--- config.mk ---
export PLATFORM = sky130hd
export DESIGN_NAME = mpg_ram
export DESIGN_NICKNAME = d
export VERILOG_FILES = /design/src/hw/rtl/mpg_ram.sv
export SDC_FILE = /design/constraint.sdc
export NUM_CORES = 1
export LEC_CHECK = 0
export BUFFER_PORTS_ARGS = -buffer_cell sky130_fd_sc_hd__buf_2
export CAP_MARGIN = 20
export CORE_MARGIN = 1
export CORE_UTILIZATION = 40
export DETAILED_ROUTE_END_ITERATION = 7
export PLACE_DENSITY = 0.56
export SYNTH_ARGS = -nofsm -noshare
export SYNTH_HDL_FRONTEND = slang
export SYNTH_SLANG_ARGS = --single-unit
--- constraint.sdc ---
create_clock -name clk -period 3.7 [get_ports clk]
set_input_delay 0.555 -clock clk [delete_from_list [all_inputs] [get_ports clk]]
set_output_delay 0.555 -clock clk [all_outputs]
set_load 0.03 [all_outputs]
--- src/hw/rtl/mpg_ram.sv ---
`default_nettype none
module mpg_ram #(
  parameter int WIDTH = 8,
  parameter int DEPTH = 16
) (
  input  wire logic                     clk,
  input  wire logic                     we,
  input  wire logic [$clog2(DEPTH)-1:0] waddr,
  input  wire logic [WIDTH-1:0]         wdata,
  input  wire logic [$clog2(DEPTH)-1:0] raddr,
  output      logic [WIDTH-1:0]         rdata
);

  logic [WIDTH-1:0] mem_r [DEPTH];
  logic [WIDTH-1:0] rdata_r;

  always_ff @(posedge clk) begin
    if (we) begin
      mem_r[waddr] <= wdata;
    end
    rdata_r <= mem_r[raddr];
  end

  assign rdata = rdata_r;

endmodule
`default_nettype wire

==> flow_results.org <==
** Die
- Pin placement for this block handled 26 I/O pins.
- Floorplan die height :: between 100 and 150 µm
- Floorplan die width :: approximately 120 µm
- Site Rows :: 41
- For this configuration, the core starts out at a cell density of between 40% and 50%.
- The core region is approximately 0.013 mm².
- Die Footprint :: around 0.013 mm²

** Worst setup path
- In this run the critical register-to-register path is launched from mem_r[5][3].
- Endpoint class of the critical path :: flip-flop
- The critical path ends at rdata[3].
- The setup path with the least slack is of type primary input to flip-flop.
- Counting cells, the worst reg-to-reg path comes to 3.
- Crit path from :: raddr[0]
- STA classifies the critical path startpoint as a primary input.
- Crit path arrival time :: between 2 and 2.5 ns
- At the worst endpoint, the required time is 3.99 ns.
- In this run the worst path has a maximum fanout of 17.
- R2R setup slack :: ~2.3 ns
- End of the worst register-to-register path :: rdata[3]

** Finish
- Share of post-route cells with drive strength above 1 :: approximately a quarter
- Final design utilization :: between 40% and 50%
- Antenna Cells :: 0
- Nets@finish :: 287
- Compared with the post-synthesis result, the final layout area differs by 16.5%.

** Global routing
- For met1 alone, demand over resource in global routing was 22.5%.
- Entering global routing, the biggest net connects 33 pins.
- GR Util All Layers :: between 15 and 20%
- The global routing stage identified its most utilized layer as met2.
- First-pass GRT wire length :: about 15 mm
- Vias in the first global route :: between 2k and 2.5k
- Summed over all layers, the global routing overflow is 0.
- Global routing consumed, on the met3 layer, between 4 and 5% of the routing resources.
- Antenna violations before repair :: 0
- Global routing consumed, on the met2 layer, approximately 24% of the routing resources.

** Routing
- Post-DR wirelength/cell :: 21.2 µm
- After detailed routing, the number of vias per cell comes to 5.15.
- The first detailed-routing pass ran for 4 iterations.
- Detail Route Antenna Nets :: 0
- DRT iter0 DRCs :: about 200
- Via count :: about 2.3k
- Number of remaining DRC errors :: 0
- Sum of routed wire length over all layers :: around 9.6 mm

** Synthesis
- After technology mapping, the gate count stands at about 230.
- The most used flip-flop cell after synthesis is sky130_fd_sc_hd__edfxtp_1.
- Sequential elements use between 70 and 80% of the synthesized area.
- Seq cells post-synth :: roughly 140
- Cell type contributing the most total cell area after synthesis :: sky130_fd_sc_hd__edfxtp_1
- Distinct cells, synth :: 19
- Synthesis produced a netlist with a net count of between 200 and 250.
- Per-instance average area after synthesis :: approximately 22 µm²
- Summing every instance area after synthesis gives 0.00515 mm².
- The Yosys step of the flow raised 0 warnings.
- By area the synthesized netlist is led by sky130_fd_sc_hd__edfxtp_1 (75%), sky130_fd_sc_hd__mux4_2 (7.9%), sky130_fd_sc_hd__mux4_1 (7.1%).
- Counting flops with a built-in enable in the synthesized netlist gives about 130.
- After synthesis, the share of flip-flops with an asynchronous set or reset is 0%.
- Leading cell types by count after synthesis :: sky130_fd_sc_hd__edfxtp_1 (128), sky130_fd_sc_hd__mux4_2 (18), sky130_fd_sc_hd__a22oi_1 (16), sky130_fd_sc_hd__mux4_1 (14), sky130_fd_sc_hd__nor2_1 (13)
- Yosys top cell area share :: 74.7%
- Most numerous cell in the Yosys netlist :: sky130_fd_sc_hd__edfxtp_1

** Clock tree
- The longest clock path from root to sink contains 2 buffers.
- TritonCTS built the clock tree.
- Quantity of hold-fixing buffers added after cts :: 0
- Number of clock sinks :: 136
- The number of gates resized after CTS was 0.
- For the worst-skew pair, the clock arrives at the later sink with an insertion delay of between 0.4 and 0.5 ns.
- The clock tree synthesis step divided the H-tree into 4 levels.
- Setup fix buffers added after clock tree synthesis :: 0
- Root buffer selected by CTS :: sky130_fd_sc_hd__clkbuf_16
- After clock tree synthesis, the clock-pin slew on the worst setup and hold paths is 0.05 ns.
- Number of clock buffers inserted by TritonCTS :: 17

** Run status
- The flow ran to the end, and the final reports show no timing, DRC or antenna violations.

** Power and ir drop
- The analysis attributes to cell leakage a power of between 1.5 and 2 nW.
- Across the VDD grid, the largest voltage drop is 250 µV.
- For this design the ratio of total power to cell area is 577 mW/mm².

** Min path
- The path class of the tightest hold or removal check is primary input to flip-flop.

** Placement
- During placement, the flow inserted port buffers numbering 25.
- Pre-CTS worst setup slack :: roughly 1.2 ns
- The wire-length estimate of the detail-placed layout is slightly above 6 mm.
- The congestion estimate from routability-driven global placement came to around 0.72.

** Timing
- Worst Skew :: around 0.0076 ns
- Derived from the worst setup path, the maximum achievable clock frequency is 498 MHz.
- Max-slew violation count :: 0
- After layout, the minimum clock period comes to ~2 ns.
- Total Negative Setup Slacks :: 0 ns
- The final critical path takes up a little over half of the cycle.
- Unrepaired setup endpoints after global routing :: false
- Final worst setup slack :: roughly 1.7 ns
- At the pin with the least slew margin, the transition time is around 0.94 ns.
- Setup violations remaining at the end of the flow were counted as 0.
- Max transition margin :: about 37%
- Hold Fails Final Rpt :: 0

** Run
- # Max-Cap Violations :: 0
[flip-flops by register name (all words and copies together), names as in the netlist]
name	cells
mem_r	128
rdata	8
[per-layer routing]
| metal | up-vias | share of wire, % |
|---|---|---|
| met5 | - | 0 |
| met2 | 64 | 48 |
| li1 | 1060 | - |
| met3 | 15 | 4.2 |
| met4 | 0 | 1.7 |
| met1 | 1198 | 46 |
[where the power goes]
part	switching (W)	internal (W)
combinational	0.000106	0.0000635
sequential	0.00000986	0.00172
clock	0.000576	0.000979
total	0.000692	0.00277
[layout make-up]
type | instances | area (µm²)
Sequential cell | 136 | 4000
Multi-Input combinational cell | 83 | 1060
Clock inverter | 10 | 104
Fill cell | 1023 | 6570
Clock buffer | 22 | 444
Tap cell | 172 | 215
Timing Repair Buffer | 31 | 170
[worst min path at each step]
stage	end	startpoint	cells after the start
floorplan	rdata[0]	mem_r[7][0]	3
global placement	rdata[1]	mem_r[15][1]	3
detailed placement	rdata[2]	mem_r[8][2]	3
CTS	mem_r[14][6]	wdata[6]	1
global route	mem_r[6][6]	wdata[6]	1
finish	mem_r[0][4]	wdata[4]	1
[cells by family (layout without fill, tap and decap cells)]
group | after synthesis | after routing | synth area share, %
compound gates | 16 | 16 | 2.33
buf+inv | 10 | 63 | 1.68
mux | 32 | 32 | 15.0
simple gates | 35 | 35 | 3.18
flops | 136 | 136 | 77.8
[per-stage QoR]
step | instances | instance area [µm²] | total power (W) | hold slack [ns]
after floorplan | 229 | 5150 | 0.00187 | 0.629
after global placement | 422 | 5450 | 0.00194 | 0.666
after detailed placement | 422 | 5450 | 0.00194 | 0.667
after CTS | 454 | 5990 | 0.00349 | 0.513
after global routing | 454 | 5990 | 0.00357 | 0.523
final | 454 | 5990 | 0.00346 | 0.529
[critical path: stages]
cell                      delay [ns]
sky130_fd_sc_hd__buf_2          0.47
sky130_fd_sc_hd__buf_4          0.32
sky130_fd_sc_hd__mux4_1         0.63
sky130_fd_sc_hd__a22oi_1        0.22
sky130_fd_sc_hd__nand2_1        0.10
[cells in the final DEF (no fill, tap or decap), drive strengths merged, types with 2 or more instances in the layout]
cell	count
nor2	13
clkinvlp	2
dfxtp	8
mux4	32
clkinv	6
nand3b	2
bufinv	2
nor3	4
nand2b	2
a22oi	16
edfxtp	128
buf	31
clkbuf	22
nand2	9
Note: power is estimated with default switching activity, not from simulation.
