<file path="src/hw/rtl/mpg_pkg.sv">
`default_nettype none
package mpg_pkg;

  localparam int MAX_ROWS  = 64;
  localparam int MAX_COLS  = 64;
  localparam int COST_BITS = 16;

  localparam int ROW_W     = $clog2(MAX_ROWS);
  localparam int COL_W     = $clog2(MAX_COLS);
  localparam int COST_W    = 16;
  localparam int TOTAL_W   = 22;
  localparam int CFG_W     = 7;
  localparam int CFG_IDX_W = 2;
  localparam int POS_W     = 7;

  localparam logic [TOTAL_W-1:0] TOTAL_MAX = '1;
  localparam logic [COST_W-1:0] COST_MASK = COST_W'((64'd1 << COST_BITS) - 64'd1);

  typedef logic [1:0] choice_t;
  localparam choice_t CH_LEFT     = 2'd0;
  localparam choice_t CH_STRAIGHT = 2'd1;
  localparam choice_t CH_RIGHT    = 2'd2;

  localparam logic [CFG_IDX_W-1:0] REG_ROWS = 2'd0;
  localparam logic [CFG_IDX_W-1:0] REG_COLS = 2'd1;

  localparam logic [CFG_W-1:0] ROWS_RESET = CFG_W'(MAX_ROWS);
  localparam logic [CFG_W-1:0] COLS_RESET = CFG_W'(MAX_COLS);

  // Returns the clamped count minus one: zero counts as one, large values as the maximum.
  function automatic int unsigned count_m1(logic [CFG_W-1:0] v, int unsigned maxv);
    int unsigned n;
    n = 32'(v);
    if (n == 0) begin
      n = 1;
    end else if (n > maxv) begin
      n = maxv;
    end
    return n - 1;
  endfunction

endpackage
`default_nettype wire

</file>
<file path="src/hw/rtl/mpg_alu.sv">
`default_nettype none
module mpg_alu (
  input  wire logic [mpg_pkg::TOTAL_W-1:0] add_a,
  input  wire logic [mpg_pkg::TOTAL_W-1:0] add_b,
  input  wire logic                        cmp_sum,
  input  wire logic [mpg_pkg::TOTAL_W-1:0] cmp_a,
  input  wire logic [mpg_pkg::TOTAL_W-1:0] cmp_b,
  output      logic [mpg_pkg::TOTAL_W-1:0] sum_sat,
  output      logic                        less
);

  logic [mpg_pkg::TOTAL_W:0]   sum_full;
  logic [mpg_pkg::TOTAL_W-1:0] lhs;

  always_comb begin
    sum_full = {1'b0, add_a} + {1'b0, add_b};
    sum_sat  = sum_full[mpg_pkg::TOTAL_W] ? mpg_pkg::TOTAL_MAX
                                          : sum_full[mpg_pkg::TOTAL_W-1:0];
    lhs      = cmp_sum ? sum_sat : cmp_a;
    less     = lhs < cmp_b;
  end

endmodule
`default_nettype wire

</file>
<file path="config.mk">
export PLATFORM = sky130hd
export DESIGN_NAME = mpg_alu
export DESIGN_NICKNAME = d
export VERILOG_FILES = /design/src/hw/rtl/mpg_pkg.sv /design/src/hw/rtl/mpg_alu.sv
export SDC_FILE = /design/constraint.sdc
export NUM_CORES = 1
export LEC_CHECK = 0
export ABC_AREA = 1
export BUFFER_PORTS_ARGS = -buffer_cell sky130_fd_sc_hd__buf_2
export CAP_MARGIN = 20
export CORE_ASPECT_RATIO = 1.75
export CORE_MARGIN = 1
export CORE_UTILIZATION = 53
export DETAILED_ROUTE_END_ITERATION = 12
export PLACE_DENSITY = 0.88
export RECOVER_POWER = 25
export SLEW_MARGIN = 5
export SYNTH_ARGS = -nofsm -noshare
export SYNTH_HDL_FRONTEND = slang
export SYNTH_SLANG_ARGS = --single-unit
</file>
<file path="constraint.sdc">
create_clock -name vclk -period 7.4
set_input_delay 1.11 -clock vclk [all_inputs]
set_output_delay 1.11 -clock vclk [all_outputs]
set_load 0.005 [all_outputs]
</file>
==> impl_metrics.env <==
export IMPL_hold_class="primary input to output pin"
export IMPL_cp_top_family="simple AND/OR/NAND/NOR gates"
export IMPL_diodes=0
export IMPL_cp_max_fo=14
export IMPL_core_region_area_mm2=0.00394
export IMPL_die_height_um=87.8
export IMPL_leakagePower_nw=1.65
export IMPL_wl_per_cell_um=12.6
export IMPL_max_freq_mhz=187
export IMPL_dieArea_mm2=0.00448
export IMPL_rsz0062_at_grt="false"
export IMPL_drive_above_1_share_pct=28.7
export IMPL_crit_start="add_a[0]"
export IMPL_hold_start="add_b[1]"
export IMPL_tightest_slew_ns=0.606
export IMPL_fin_setup_tns_ns=0
export IMPL_crit_chain="buf_2 -> ha_1 -> fa_1 -> nand2_1 -> nand2_1 -> nand3_1 -> nand2_1 -> nand2_1 -> nand3_1 -> inv_4 -> nand3_1 -> nand2_1 -> nand2_1 -> ha_1 -> nand2_1 -> nor2_1 -> nand4_1 -> nor4_1 -> a21oi_2 -> buf_2"
export IMPL_postCtsResizedCells=0
export IMPL_critical_path_slowest_cell="fa_1"
export IMPL_outcome="completed"
export IMPL_seq_cell_count=0
export IMPL_crit_cells=20
export IMPL_ant_nets=0
export IMPL_synth_area_per_cell_um2=5.98
export IMPL_vias=2824
export IMPL_finalSetupViolations=0
export IMPL_hold_ws_ns=2.71
export IMPL_worstSetupPathType="primary input to output pin"
export IMPL_wl_mm=6.64
export IMPL_initial_core_util_pct=56.6
export IMPL_synth_cells=373
export IMPL_cp_common_cell="nand2_1"
export IMPL_power_mw=0.253
export IMPL_yosysSeqAreaShare_pct=0
export IMPL_nets=615
export IMPL_overflow=0
export IMPL_min_path_cells=4
export IMPL_dp_cells=528
export IMPL_utilization_pct=70.9
export IMPL_end_kind="output pin"
export IMPL_ys_types=39
export IMPL_grt_max_degree=25
export IMPL_firstDrtPassIters=4
export IMPL_max_cap_viol_count=0
export IMPL_netlist_area_mm2=0.00223
export IMPL_clockBufferCount=0
export IMPL_drv_slew=0
export IMPL_cts_hold_buf=0
export IMPL_antenna_found_initial=0
export IMPL_seqCellArea_um2=0
export IMPL_critPathRequiredTime_ns=6.29
export IMPL_num_rows=30
export IMPL_stdcell_count=528
export IMPL_first_global_vias=2651
export IMPL_port_buffers=112
export IMPL_grt_pass1_wl_mm=10.6
export IMPL_slowest_delay_ns=0.38
export IMPL_first_iter_violations=56
export IMPL_cp_buffers_inverters=3
export IMPL_die_w_um=51.0
export IMPL_powerDensity_mw_per_mm2=90.6
export IMPL_post_cts_buffers=0
export IMPL_hpwl_mm=5.93
export IMPL_syn_to_final_growth_pct=25.2
export IMPL_worstPathArrival_ns=4.25
export IMPL_grt_usage_pct=29.5
export IMPL_drc=0
export IMPL_peakVddDrop_v=0.0000505
export IMPL_fin_crit_sh_pct=72.4
export IMPL_yosys_warnings=0
export IMPL_synth_fp_nets=506
export IMPL_ioPinCount=112
export IMPL_maxSlewHeadroom_pct=59.5
export IMPL_final_hold_viol_count=0
export IMPL_worstSetupStartpointType="primary input"
export IMPL_gp_congestion=0.948
export IMPL_fin_crit_ns=5.36
export IMPL_vias_per_cell=5.35
[area by class of cell]
| class | count | area [um^2] |
|---|---|---|
| Tap cell | 48 | 60.1 |
| Fill cell | 391 | 1150 |
| Inverter | 46 | 175 |
| Multi-Input combinational cell | 322 | 2000 |
| Timing Repair Buffer | 112 | 559 |
[cell usage in the layout, fill, tap and decap left out, types with 4 or more instances in the layout]
cell / count
nand2_1: 123
buf_2: 111
inv_1: 45
ha_1: 43
a21oi_1: 35
nor2_1: 27
o21ai_0: 15
nand3_1: 14
or2_2: 7
nand4_1: 7
nand3_4: 6
xor2_1: 5
nand2_2: 4
o21bai_1: 4
[where the power goes]
part	switching, mW	internal (mW)
Combinational	0.147	0.106
Sequential	0	0
Clock	0	0
[routing by layer]
layer,track usage [%],part of all wire (%)
met4,10.9,3.8
met1,30.1,38
met5,0,0
met3,0.347,3.0
met2,60.8,55
[synthesized netlist by cell type, types with 2 or more instances]
| cell | n | share of area, % |
|---|---|---|
| nor2_1 | 27 | 4.5 |
| buf_4 | 2 | 0.67 |
| ha_1 | 43 | 24 |
| nand3_1 | 13 | 2.9 |
| clkbuf_1 | 2 | 0.34 |
| o21ai_0 | 14 | 3.1 |
| nor4_1 | 3 | 0.84 |
| nand2_1 | 122 | 21 |
| a21boi_0 | 2 | 0.67 |
| nand3_4 | 7 | 5.5 |
| xor2_1 | 5 | 2.0 |
| o21bai_1 | 4 | 1.3 |
| a211oi_1 | 3 | 1.0 |
| and2_1 | 2 | 0.56 |
| or2_1 | 2 | 0.56 |
| a21oi_2 | 3 | 1.2 |
| a21oi_1 | 35 | 7.9 |
| inv_1 | 45 | 7.6 |
| nand4_1 | 7 | 2.0 |
| a31oi_1 | 2 | 0.56 |
| or2_2 | 7 | 2.0 |
| nand3b_1 | 2 | 0.67 |
| nand2_2 | 5 | 1.4 |
[cells by family (layout without fill, tap and decap cells)]
family,after synthesis,count (layout),share of synthesized area (%)
compound gates,73,73,20.7
simple gates,199,199,42.2
buf+inv,51,158,9.76
xor+xnor,6,6,2.36
fa+ha+maj,44,44,25.0
[stage by stage]
stage / instance area (um^2) / setup slack [ns]
after detailed placement: 2810 / 2.27
after global placement: 2810 / 2.37
after CTS: 2810 / 2.25
final: 2790 / 2.04
after floorplan: 2230 / 2.71
after global routing: 2790 / 1.77
[path summary, 6_finish.rpt]
| check | end | slack [ns] |
|---|---|---|
| worst max-delay path | less | 2.04 |
| worst min-delay path | sum_sat[1] | 2.71 |
Note: power is estimated with default switching activity, not from simulation.
